**config.mk**
```make
export PLATFORM = sky130hd
export DESIGN_NAME = biquad_df2t_filter_core_flat
export DESIGN_NICKNAME = d
export VERILOG_FILES = /design/src/rtl/core/bqd_pkg.sv /design/src/rtl/core/bqd_if.sv /design/src/rtl/core/bqd_csr.sv /design/src/rtl/core/biquad_df2t_filter_core.sv /design/src/flat_wrapper.sv
export SDC_FILE = /design/constraint.sdc
export NUM_CORES = 2
export LEC_CHECK = 0
export BUFFER_PORTS_ARGS = -buffer_cell sky130_fd_sc_hd__buf_2
export CAP_MARGIN = 0
export CORE_MARGIN = 2
export CORE_UTILIZATION = 60
export CTS_CLUSTER_DIAMETER = 60
export DETAILED_ROUTE_END_ITERATION = 12
export PLACE_DENSITY_LB_ADDON = 0.25
export SETUP_SLACK_MARGIN = 0.02
export SLEW_MARGIN = 20
export SYNTH_ARGS = -nofsm -noshare
export SYNTH_HDL_FRONTEND = slang
export SYNTH_HIERARCHICAL = 1
export SYNTH_SLANG_ARGS = --single-unit
```
**constraint.sdc**
```tcl
create_clock -name clock -period 21.7 [get_ports clock]
set_input_delay 1.085 -clock clock [delete_from_list [all_inputs] [get_ports clock]]
set_output_delay 1.085 -clock clock [all_outputs]
set_load 0.01 [all_outputs]
```
**src/rtl/core/bqd_pkg.sv**
```systemverilog
// Shared constants and register indexes for the biquad filter core.
package bqd_pkg;

   localparam int SAMPLE_WIDTH_DEF   = 16;
   localparam int COEF_FRAC_BITS_DEF = 16;
   localparam int COEF_INT_BITS      = 3;
   localparam int DELAY_WIDTH        = 40;
   localparam int CSR_IDX_WIDTH      = 3;

   localparam logic [CSR_IDX_WIDTH-1:0] CSR_COEF_B0      = 3'd0;
   localparam logic [CSR_IDX_WIDTH-1:0] CSR_COEF_B1      = 3'd1;
   localparam logic [CSR_IDX_WIDTH-1:0] CSR_COEF_B2      = 3'd2;
   localparam logic [CSR_IDX_WIDTH-1:0] CSR_COEF_A1      = 3'd3;
   localparam logic [CSR_IDX_WIDTH-1:0] CSR_COEF_A2      = 3'd4;
   localparam logic [CSR_IDX_WIDTH-1:0] CSR_SECOND_ORDER = 3'd5;

endpackage

```
**src/rtl/core/bqd_if.sv**
```systemverilog
// Valid/ready stream interfaces for samples in and filtered samples out.
interface bqd_req_if #(
   parameter int SAMPLE_WIDTH = bqd_pkg::SAMPLE_WIDTH_DEF
);
   logic                           valid;
   logic                           ready;
   logic signed [SAMPLE_WIDTH-1:0] sample_in;

   modport source (output valid, output sample_in, input ready);
   modport sink   (input valid, input sample_in, output ready);
endinterface

interface bqd_rsp_if #(
   parameter int SAMPLE_WIDTH = bqd_pkg::SAMPLE_WIDTH_DEF
);
   logic                           valid;
   logic                           ready;
   logic signed [SAMPLE_WIDTH-1:0] sample_out;
   logic                           overflow;

   modport source (output valid, output sample_out, output overflow, input ready);
   modport sink   (input valid, input sample_out, input overflow, output ready);
endinterface

```
**src/rtl/core/bqd_csr.sv**
```systemverilog
// Coefficient and mode register bank with write decode.
module bqd_csr #(
   parameter int COEF_FRAC_BITS = bqd_pkg::COEF_FRAC_BITS_DEF,
   localparam int CW = COEF_FRAC_BITS + bqd_pkg::COEF_INT_BITS
) (
   input  logic                                   clock,
   input  logic                                   reset,
   input  logic                                   csr_wen,
   input  logic [bqd_pkg::CSR_IDX_WIDTH-1:0]      csr_index,
   input  logic [CW-1:0]                          csr_wdata,
   output logic signed [CW-1:0]                   coef_b0,
   output logic signed [CW-1:0]                   coef_b1,
   output logic signed [CW-1:0]                   coef_b2,
   output logic signed [CW-1:0]                   coef_a1,
   output logic signed [CW-1:0]                   coef_a2,
   output logic                                   second_order
);

   localparam logic signed [CW-1:0] B0_RESET = CW'(1) << COEF_FRAC_BITS;

   logic signed [CW-1:0] b0_ff, b1_ff, b2_ff, a1_ff, a2_ff;
   logic                 order_ff;

   always_ff @(posedge clock) begin
      if (reset) begin
         b0_ff    <= B0_RESET;
         b1_ff    <= '0;
         b2_ff    <= '0;
         a1_ff    <= '0;
         a2_ff    <= '0;
         order_ff <= 1'b1;
      end else if (csr_wen) begin
         // out-of-range indexes drop the write
         case (csr_index)
            bqd_pkg::CSR_COEF_B0:      b0_ff    <= csr_wdata;
            bqd_pkg::CSR_COEF_B1:      b1_ff    <= csr_wdata;
            bqd_pkg::CSR_COEF_B2:      b2_ff    <= csr_wdata;
            bqd_pkg::CSR_COEF_A1:      a1_ff    <= csr_wdata;
            bqd_pkg::CSR_COEF_A2:      a2_ff    <= csr_wdata;
            bqd_pkg::CSR_SECOND_ORDER: order_ff <= csr_wdata[0];
            default: ;
         endcase
      end
   end

   assign coef_b0      = b0_ff;
   assign coef_b1      = b1_ff;
   assign coef_b2      = b2_ff;
   assign coef_a1      = a1_ff;
   assign coef_a2      = a2_ff;
   assign second_order = order_ff;

endmodule

```
**src/rtl/core/biquad_df2t_filter_core.sv**
```systemverilog
// Top level: transposed direct form II biquad with one shared multiplier.
//
//  channel  | dir | handshake            | payload
//  ---------+-----+----------------------+------------------------------
//  req_chan | in  | valid / ready        | sample_in (signed Q1.15)
//  rsp_chan | out | valid / ready        | sample_out (signed Q1.15), overflow
//  csr_*    | in  | csr_wen, no stall    | csr_index, csr_wdata
//
//  Second order runs 9 sequencer steps after the accept; first order skips the
//  second-delay step (8 steps). The five products share a single registered
//  multiplier, which sets the number of steps.
//  req_chan.ready is high only while the sequencer idles; the last step holds while
//  the previous result still waits in the output register for rsp_chan.ready.
//  Synchronous active-high reset restores b0 = 1.0, second order, zero delays.
module biquad_df2t_filter_core #(
   parameter int SAMPLE_WIDTH   = bqd_pkg::SAMPLE_WIDTH_DEF,
   parameter int COEF_FRAC_BITS = bqd_pkg::COEF_FRAC_BITS_DEF,
   localparam int CW = COEF_FRAC_BITS + bqd_pkg::COEF_INT_BITS
) (
   input  logic                              clock,
   input  logic                              reset,
   bqd_req_if.sink                           req_chan,
   bqd_rsp_if.source                         rsp_chan,
   input  logic                              csr_wen,
   input  logic [bqd_pkg::CSR_IDX_WIDTH-1:0] csr_index,
   input  logic [CW-1:0]                     csr_wdata
);

   localparam int SW  = SAMPLE_WIDTH;
   localparam int DW  = bqd_pkg::DELAY_WIDTH;
   localparam int PW  = SW + CW;
   localparam int AW  = ((PW > DW) ? PW : DW) + 3;

   localparam logic signed [AW-1:0] ROUND_HALF = AW'(1) << (COEF_FRAC_BITS - 1);
   localparam logic signed [AW-1:0] Y_MAX = (AW'(1) << (SW - 1)) - AW'(1);
   localparam logic signed [AW-1:0] Y_MIN = -Y_MAX - AW'(1);
   localparam logic signed [AW-1:0] D_MAX = (AW'(1) << (DW - 1)) - AW'(1);
   localparam logic signed [AW-1:0] D_MIN = -D_MAX - AW'(1);

   typedef enum logic [9:0] {
      ST_IDLE  = 10'b00_0000_0001,
      ST_B0    = 10'b00_0000_0010,
      ST_Y     = 10'b00_0000_0100,
      ST_CLAMP = 10'b00_0000_1000,
      ST_B1    = 10'b00_0001_0000,
      ST_A1    = 10'b00_0010_0000,
      ST_B2    = 10'b00_0100_0000,
      ST_A2    = 10'b00_1000_0000,
      ST_D2    = 10'b01_0000_0000,
      ST_DONE  = 10'b10_0000_0000
   } bqd_state_type;

   logic signed [CW-1:0] coef_b0, coef_b1, coef_b2, coef_a1, coef_a2;
   logic                 second_order;

   bqd_csr #(
      .COEF_FRAC_BITS (COEF_FRAC_BITS)
   ) u_csr (
      .clock        (clock),
      .reset        (reset),
      .csr_wen      (csr_wen),
      .csr_index    (csr_index),
      .csr_wdata    (csr_wdata),
      .coef_b0      (coef_b0),
      .coef_b1      (coef_b1),
      .coef_b2      (coef_b2),
      .coef_a1      (coef_a1),
      .coef_a2      (coef_a2),
      .second_order (second_order)
   );

   bqd_state_type        state_ff, state_in;
   logic signed [SW-1:0] x_ff, x_in;
   logic signed [SW-1:0] y_ff, y_in;
   logic signed [PW-1:0] prod_ff, prod_in;
   logic signed [AW-1:0] acc_ff, acc_in;
   logic signed [DW-1:0] delay_one_ff, delay_one_in;
   logic signed [DW-1:0] delay_two_ff, delay_two_in;
   logic                 sat_ff, sat_in;
   logic                 out_valid_ff, out_valid_in;
   logic signed [SW-1:0] out_sample_ff, out_sample_in;
   logic                 out_ovf_ff, out_ovf_in;

   logic signed [CW-1:0] mul_coef;
   logic signed [SW-1:0] mul_smp;
   logic signed [AW-1:0] y_shift;
   logic signed [AW-1:0] d2_sum;
   logic                 req_beat;
   logic                 out_free;

   assign req_beat = req_chan.valid && req_chan.ready;
   assign out_free = !out_valid_ff || rsp_chan.ready;
   assign y_shift  = acc_ff >>> COEF_FRAC_BITS;
   assign d2_sum   = acc_ff - AW'(prod_ff);

   // shared multiplier operand select
   always_comb begin
      mul_coef = coef_b0;
      mul_smp  = x_ff;
      case (state_ff)
         ST_B0:   begin mul_coef = coef_b0; mul_smp = x_ff; end
         ST_B1:   begin mul_coef = coef_b1; mul_smp = x_ff; end
         ST_A1:   begin mul_coef = coef_a1; mul_smp = y_ff; end
         ST_B2:   begin mul_coef = coef_b2; mul_smp = x_ff; end
         ST_A2:   begin mul_coef = coef_a2; mul_smp = y_ff; end
         default: begin mul_coef = coef_b0; mul_smp = x_ff; end
      endcase
      prod_in = PW'(mul_coef) * PW'(mul_smp);
   end

   always_comb begin
      state_in      = state_ff;
      x_in          = x_ff;
      y_in          = y_ff;
      acc_in        = acc_ff;
      delay_one_in  = delay_one_ff;
      delay_two_in  = delay_two_ff;
      sat_in        = sat_ff;
      out_valid_in  = out_valid_ff;
      out_sample_in = out_sample_ff;
      out_ovf_in    = out_ovf_ff;

      if (rsp_chan.valid && rsp_chan.ready) begin
         out_valid_in = 1'b0;
      end

      case (state_ff)
         ST_IDLE: begin
            if (req_beat) begin
               x_in     = req_chan.sample_in;
               sat_in   = 1'b0;
               state_in = ST_B0;
            end
         end
         ST_B0: state_in = ST_Y;
         ST_Y: begin
            acc_in   = AW'(prod_ff) + AW'(delay_one_ff) + ROUND_HALF;
            state_in = ST_CLAMP;
         end
         ST_CLAMP: begin
            if (y_shift > Y_MAX) begin
               y_in   = SW'(Y_MAX);
               sat_in = 1'b1;
            end else if (y_shift < Y_MIN) begin
               y_in   = SW'(Y_MIN);
               sat_in = 1'b1;
            end else begin
               y_in = SW'(y_shift);
            end
            state_in = ST_B1;
         end
         ST_B1: state_in = ST_A1;
         ST_A1: begin
            // b1*x plus the old second delay (second order only)
            acc_in   = AW'(prod_ff) + (second_order ? AW'(delay_two_ff) : AW'(0));
            state_in = ST_B2;
         end
         ST_B2: begin
            acc_in   = acc_ff - AW'(prod_ff);
            state_in = ST_A2;
         end
         ST_A2: begin
            if (acc_ff > D_MAX) begin
               delay_one_in = DW'(D_MAX);
               sat_in       = 1'b1;
            end else if (acc_ff < D_MIN) begin
               delay_one_in = DW'(D_MIN);
               sat_in       = 1'b1;
            end else begin
               delay_one_in = DW'(acc_ff);
            end
            acc_in   = AW'(prod_ff);
            state_in = second_order ? ST_D2 : ST_DONE;
         end
         ST_D2: begin
            if (d2_sum > D_MAX) begin
               delay_two_in = DW'(D_MAX);
               sat_in       = 1'b1;
            end else if (d2_sum < D_MIN) begin
               delay_two_in = DW'(D_MIN);
               sat_in       = 1'b1;
            end else begin
               delay_two_in = DW'(d2_sum);
            end
            state_in = ST_DONE;
         end
         ST_DONE: begin
            // hold until the output register frees up
            if (out_free) begin
               out_valid_in  = 1'b1;
               out_sample_in = y_ff;
               out_ovf_in    = sat_ff;
               state_in      = ST_IDLE;
            end
         end
         default: state_in = ST_IDLE;
      endcase
   end

   always_ff @(posedge clock) begin
      if (reset) begin
         state_ff     <= ST_IDLE;
         delay_one_ff <= '0;
         delay_two_ff <= '0;
         out_valid_ff <= 1'b0;
      end else begin
         state_ff     <= state_in;
         delay_one_ff <= delay_one_in;
         delay_two_ff <= delay_two_in;
         out_valid_ff <= out_valid_in;
      end
   end

   always_ff @(posedge clock) begin
      x_ff          <= x_in;
      y_ff          <= y_in;
      prod_ff       <= prod_in;
      acc_ff        <= acc_in;
      sat_ff        <= sat_in;
      out_sample_ff <= out_sample_in;
      out_ovf_ff    <= out_ovf_in;
   end

   assign req_chan.ready      = (state_ff == ST_IDLE);
   assign rsp_chan.valid      = out_valid_ff;
   assign rsp_chan.sample_out = out_sample_ff;
   assign rsp_chan.overflow   = out_ovf_ff;

endmodule
```
**src/flat_wrapper.sv**
```systemverilog
// flat-port wrapper written by rule: the top's interface ports become plain ports
module biquad_df2t_filter_core_flat 
#(
   parameter int SAMPLE_WIDTH   = bqd_pkg::SAMPLE_WIDTH_DEF,
   parameter int COEF_FRAC_BITS = bqd_pkg::COEF_FRAC_BITS_DEF,
   localparam int CW = COEF_FRAC_BITS + bqd_pkg::COEF_INT_BITS
)
  (clock, reset, csr_wen, csr_index, csr_wdata, req_chan_valid, req_chan_sample_in, req_chan_ready, rsp_chan_valid, rsp_chan_sample_out, rsp_chan_overflow, rsp_chan_ready);
  bqd_req_if #(.SAMPLE_WIDTH(SAMPLE_WIDTH)) req_chan_i ();
  bqd_rsp_if #(.SAMPLE_WIDTH(SAMPLE_WIDTH)) rsp_chan_i ();
  input  logic clock;
  input  logic reset;
  input  logic csr_wen;
  input  logic [bqd_pkg::CSR_IDX_WIDTH-1:0] csr_index;
  input  logic [CW-1:0] csr_wdata;
  input wire logic [$bits(req_chan_i.valid)-1:0] req_chan_valid;
  input wire logic [$bits(req_chan_i.sample_in)-1:0] req_chan_sample_in;
  output wire logic [$bits(req_chan_i.ready)-1:0] req_chan_ready;
  output wire logic [$bits(rsp_chan_i.valid)-1:0] rsp_chan_valid;
  output wire logic [$bits(rsp_chan_i.sample_out)-1:0] rsp_chan_sample_out;
  output wire logic [$bits(rsp_chan_i.overflow)-1:0] rsp_chan_overflow;
  input wire logic [$bits(rsp_chan_i.ready)-1:0] rsp_chan_ready;
  assign req_chan_i.valid = req_chan_valid;
  assign req_chan_i.sample_in = req_chan_sample_in;
  assign req_chan_ready = req_chan_i.ready;
  assign rsp_chan_valid = rsp_chan_i.valid;
  assign rsp_chan_sample_out = rsp_chan_i.sample_out;
  assign rsp_chan_overflow = rsp_chan_i.overflow;
  assign rsp_chan_i.ready = rsp_chan_ready;
  biquad_df2t_filter_core #(.SAMPLE_WIDTH(SAMPLE_WIDTH), .COEF_FRAC_BITS(COEF_FRAC_BITS)) u_core (.clock(clock), .reset(reset), .req_chan(req_chan_i), .rsp_chan(rsp_chan_i), .csr_wen(csr_wen), .csr_index(csr_index), .csr_wdata(csr_wdata));
endmodule
```
==> impl_results.md <==
- Post-route cell area: 33600 µm²
- Vias in the first global route: 27626
- Final hold violation count: 0
- Post-route minimum period: 10350 ps
- Crit-path leading delay family: adder cells
- Crit path arrival time: 10830 ps
- Hold path start: u_core/delay_one_ff[15]
- RSZ-0062 raised after global routing: false
- Met2 Routed Length: 47400 µm
- Pint: 1450 µW
- Critical path type: flip-flop to flip-flop
- Fin Setup TNS: 0 ps
- Fin crit share: 0.477
- Fill cell count: 4390
- Setup-failing EPs final: 0
- Register area: 7240 µm²
- Number of port buffers: 61
- Hold Path End: u_core/delay_one_ff[15]
- DR top layer: met4
- Critical Path End Type: flip-flop
- Worst Path Max Fanout: 48
- Multi-input combinational cell area: 21900 µm²
- Drt via density: 6.28
- Die width: 233 µm
- Peak Freq: 96.6 MHz
- Post-CTS sizing: 0
- Met3 routed WL: 10300 µm
- Fraction of registers with async set/reset: 0
- Max stage delay on crit path: 770 ps
- Crit path launch type: flip-flop
- Slew @ Worst Pin: 1120 ps
- Combinational share of power: 0.476
- HPWL after DPL: 78800 µm
- Flop and latch count out of synthesis: 315
- P&R area growth vs syn: 7.09%
- Antenna violations before repair: 1
- Syn Nets: 4137
- Req. time, crit path: 22180 ps
- CP most frequent cell: fa_1
- Peak VDD IR: 76.4 µV
- YS warnings: 6
- Gr usage total: 0.390
- First-pass GRT wire length: 159000 µm
- Routability congestion estimate: 0.994
- Clock skew: 34.4 ps
- Leak pwr: 0.0154 µW
- Core area: 51500 µm²
- Post-synth cell types: 90
- Clk pwr share: 0.254
- Mean Syn Cell Area: 8.88 µm²
- DR iter-0 viols: 2441
- Net Sw Frac: 0.442
- Relative slew slack: 0.233
- CTS Buf Count: 41
- Effective utilization at floorplan: 0.610
- Primary FF master, synth: dfxtp_1
- Root Driver: clkbuf_16
- Net switching power: 1150 µW
- Final count of pins violating max slew: 0
- Ports: 62
- Layout cells sized above 1: 0.0699
- Routed vias: 26658
- Global route total overflow: 0
- H-tree lvl count: 2
- Crit path buf inv count: 4
- Met1 Wirelength: 39400 µm
- Rows: 83
- Mapped Area: 31400 µm²
- Residual DRC: 0
- Largest net degree at the start of global routing: 115
- Clock sink count: 315
- Power per Cell Area: 77.4 nW/µm²
- DR WL/cell: 24.6 µm
- Max cap viols: 0
- Sequential Power Share: 0.270
- Outcome: completed
- Dpl cell area: 32300 µm²
- Clk Latency, worst-skew pair: 600 ps
- Register area share after synthesis: 0.231
- Reg clk slew, reported paths: 60 ps
- CTS tree: built
- Hold crit path type: flip-flop to flip-flop
- Die Y: 233 µm
- Hold depth: 2
- Longest Clk Path Bufs: 3
- CTS Hold Bufs: 0
- R2R Setup Slk: 11350 ps
- Number of flops mapped to enable cells by yosys: 93
- Crit Reg-Reg Endpoint: u_core/prod_ff[31]
- Setup bufs post-CTS: 0
- DR pass1 iterations: 6
- Post-Syn Instances: 3537
- Die area: 54200 µm²
- Crit path max-delay cell type: nand4b_1
- Antenna Violating Nets Remaining: 0
- Nets: 4131
- WL final: 104000 µm
- Critical R2R Launch: u_core/state_ff[2]
- R2R depth: 28
## Yosys cell counts, types with 16 or more instances
master / n / share of area
nor2_1: 253 / 0.030
nand4_1: 16 / 0.0032
inv_1: 458 / 0.055
a222oi_1: 21 / 0.0067
o211ai_1: 46 / 0.011
o21ai_1: 16 / 0.0026
nor3_1: 29 / 0.0046
nand3_1: 47 / 0.0075
a221oi_1: 18 / 0.0050
and2_1: 59 / 0.012
dfxtp_1: 222 / 0.14
o21bai_1: 21 / 0.0050
a22oi_1: 22 / 0.0053
ha_1: 250 / 0.10
clkbuf_1: 118 / 0.014
a31oi_1: 54 / 0.011
a21o_1: 58 / 0.014
nor2b_1: 18 / 0.0036
nand2b_1: 141 / 0.028
nand2_1: 368 / 0.044
xor2_1: 55 / 0.015
o21ai_0: 155 / 0.025
o21a_1: 39 / 0.0093
edfxtp_1: 93 / 0.089
a21oi_1: 192 / 0.031
xnor2_1: 84 / 0.023
a211oi_1: 22 / 0.0053
buf_2: 18 / 0.0029
fa_1: 307 / 0.20
mux2i_1: 113 / 0.036
## cell type report
class,instances,share of cell area
Multi-Input combinational cell,2610,0.650
Sequential cell,315,0.215
Inverter,458,0.0511
Clock buffer,53,0.0333
Tap cell,680,0.0253
Timing Repair Buffer,105,0.0190
Clock inverter,21,0.00562
Antenna cell,1,0.0000744
## routing by layer
metal	global-route usage	up-vias
li1	-	11972
met2	0.630	1350
met3	0.0920	332
met4	0.230	0
met5	0	-
met1	0.477	13004
## how the worst max path moves through the flow
| stage | start | endpoint | slack (ps) | cells after the start |
|---|---|---|---|---|
| after global routing | u_core/state_ff[3] | u_core/prod_ff[31] | 10750 | 29 |
| after global placement | u_core/state_ff[2] | u_core/prod_ff[31] | 11760 | 29 |
| after CTS | u_core/state_ff[3] | u_core/prod_ff[31] | 11360 | 29 |
| final | u_core/state_ff[2] | u_core/prod_ff[31] | 11350 | 28 |
| after detailed placement | u_core/state_ff[2] | u_core/prod_ff[31] | 11340 | 29 |
| after floorplan | u_core/state_ff[2] | u_core/prod_ff[31] | 13430 | 29 |
## cells by family (layout without fill, tap and decap cells)
| logic type | Yosys count | after routing | share of synthesized area |
|---|---|---|---|
| AND/OR/NAND/NOR | 1021 | 1021 | 0.155 |
| buffers and inverters | 612 | 637 | 0.0762 |
| AO/OA/AOI/OAI | 765 | 765 | 0.162 |
| XOR/XNOR | 140 | 140 | 0.0393 |
| multiplexers | 127 | 127 | 0.0410 |
| flip-flops | 315 | 315 | 0.231 |
| other | 0 | 1 | 0 |
| adder cells (fa/ha/maj) | 557 | 557 | 0.295 |
## power by group through the flow
stage	combinational (µW)	sequential [µW]	clock (µW)
detailed placement	1200	712	0
global placement	1180	711	0
floorplan	874	684	0
finish	1240	703	662
CTS	1210	699	670
global route	1350	702	692
## worst reg2reg max path: cells and delay by family (launching register included)
| family | cells | cell delay [ps] |
|---|---|---|
| compound gates | 8 | 2800 |
| xor+xnor | 1 | 140 |
| fa+ha+maj | 7 | 3500 |
| buf+inv | 4 | 1020 |
| flops | 1 | 350 |
| simple gates | 8 | 2470 |
## per-stage QoR
step	power [µW]	setup WS (ps)	utilization	cells	hold WS [ps]
5_1_grt	2750	10750	0.653	4242	478
4_1_cts	2570	11360	0.652	4241	460
6_report	2600	11350	0.653	4243	459
2_1_floorplan	1560	13430	-	3537	400
3_5_place_dp	1910	11340	0.627	4167	452
3_3_place_gp	1890	11760	0.627	4167	440
## registers in the layout, summed over array words and instances (netlist names)
name                        flops
u_core/rsp_chan.overflow        1
u_core/rsp_chan.valid           1
u_core/state_ff                10
u_core/x_ff                    16
u_core/u_csr/coef_b2           19
u_core/u_csr/coef_b1           19
u_core/u_csr/coef_a2           19
u_core/delay_one_ff            40
u_core/y_ff                    16
u_core/u_csr/coef_b0           19
u_core/u_csr/coef_a1           19
u_core/delay_two_ff            40
u_core/u_csr/second_order       1
u_core/rsp_chan.sample_out     16
u_core/acc_ff                  43
u_core/sat_ff                   1
u_core/prod_ff                 35
## layout by cell type, fill, tap and decap left out, types with 13 or more instances in the layout
cell,instances
a221o_1,13
o21ai_1,16
and2_1,60
nand2b_1,141
o21ai_0,154
and3_1,14
nand4b_1,13
nand2_1,366
o211ai_1,46
dfxtp_1,222
clkbuf_16,41
buf_4,43
inv_1,458
xor2_1,55
a221oi_1,18
o21bai_1,21
a211oi_1,22
fa_1,307
mux2i_1,107
buf_2,60
a21o_1,58
edfxtp_1,93
a21oi_1,191
a31oi_1,54
nor2_1,252
nor2b_1,15
nand3_1,46
a22oi_1,22
o21a_1,39
a222oi_1,21
mux2_2,14
nand4_1,16
ha_1,250
nor3_1,29
xnor2_1,84
(Power assumes the default switching activity.)
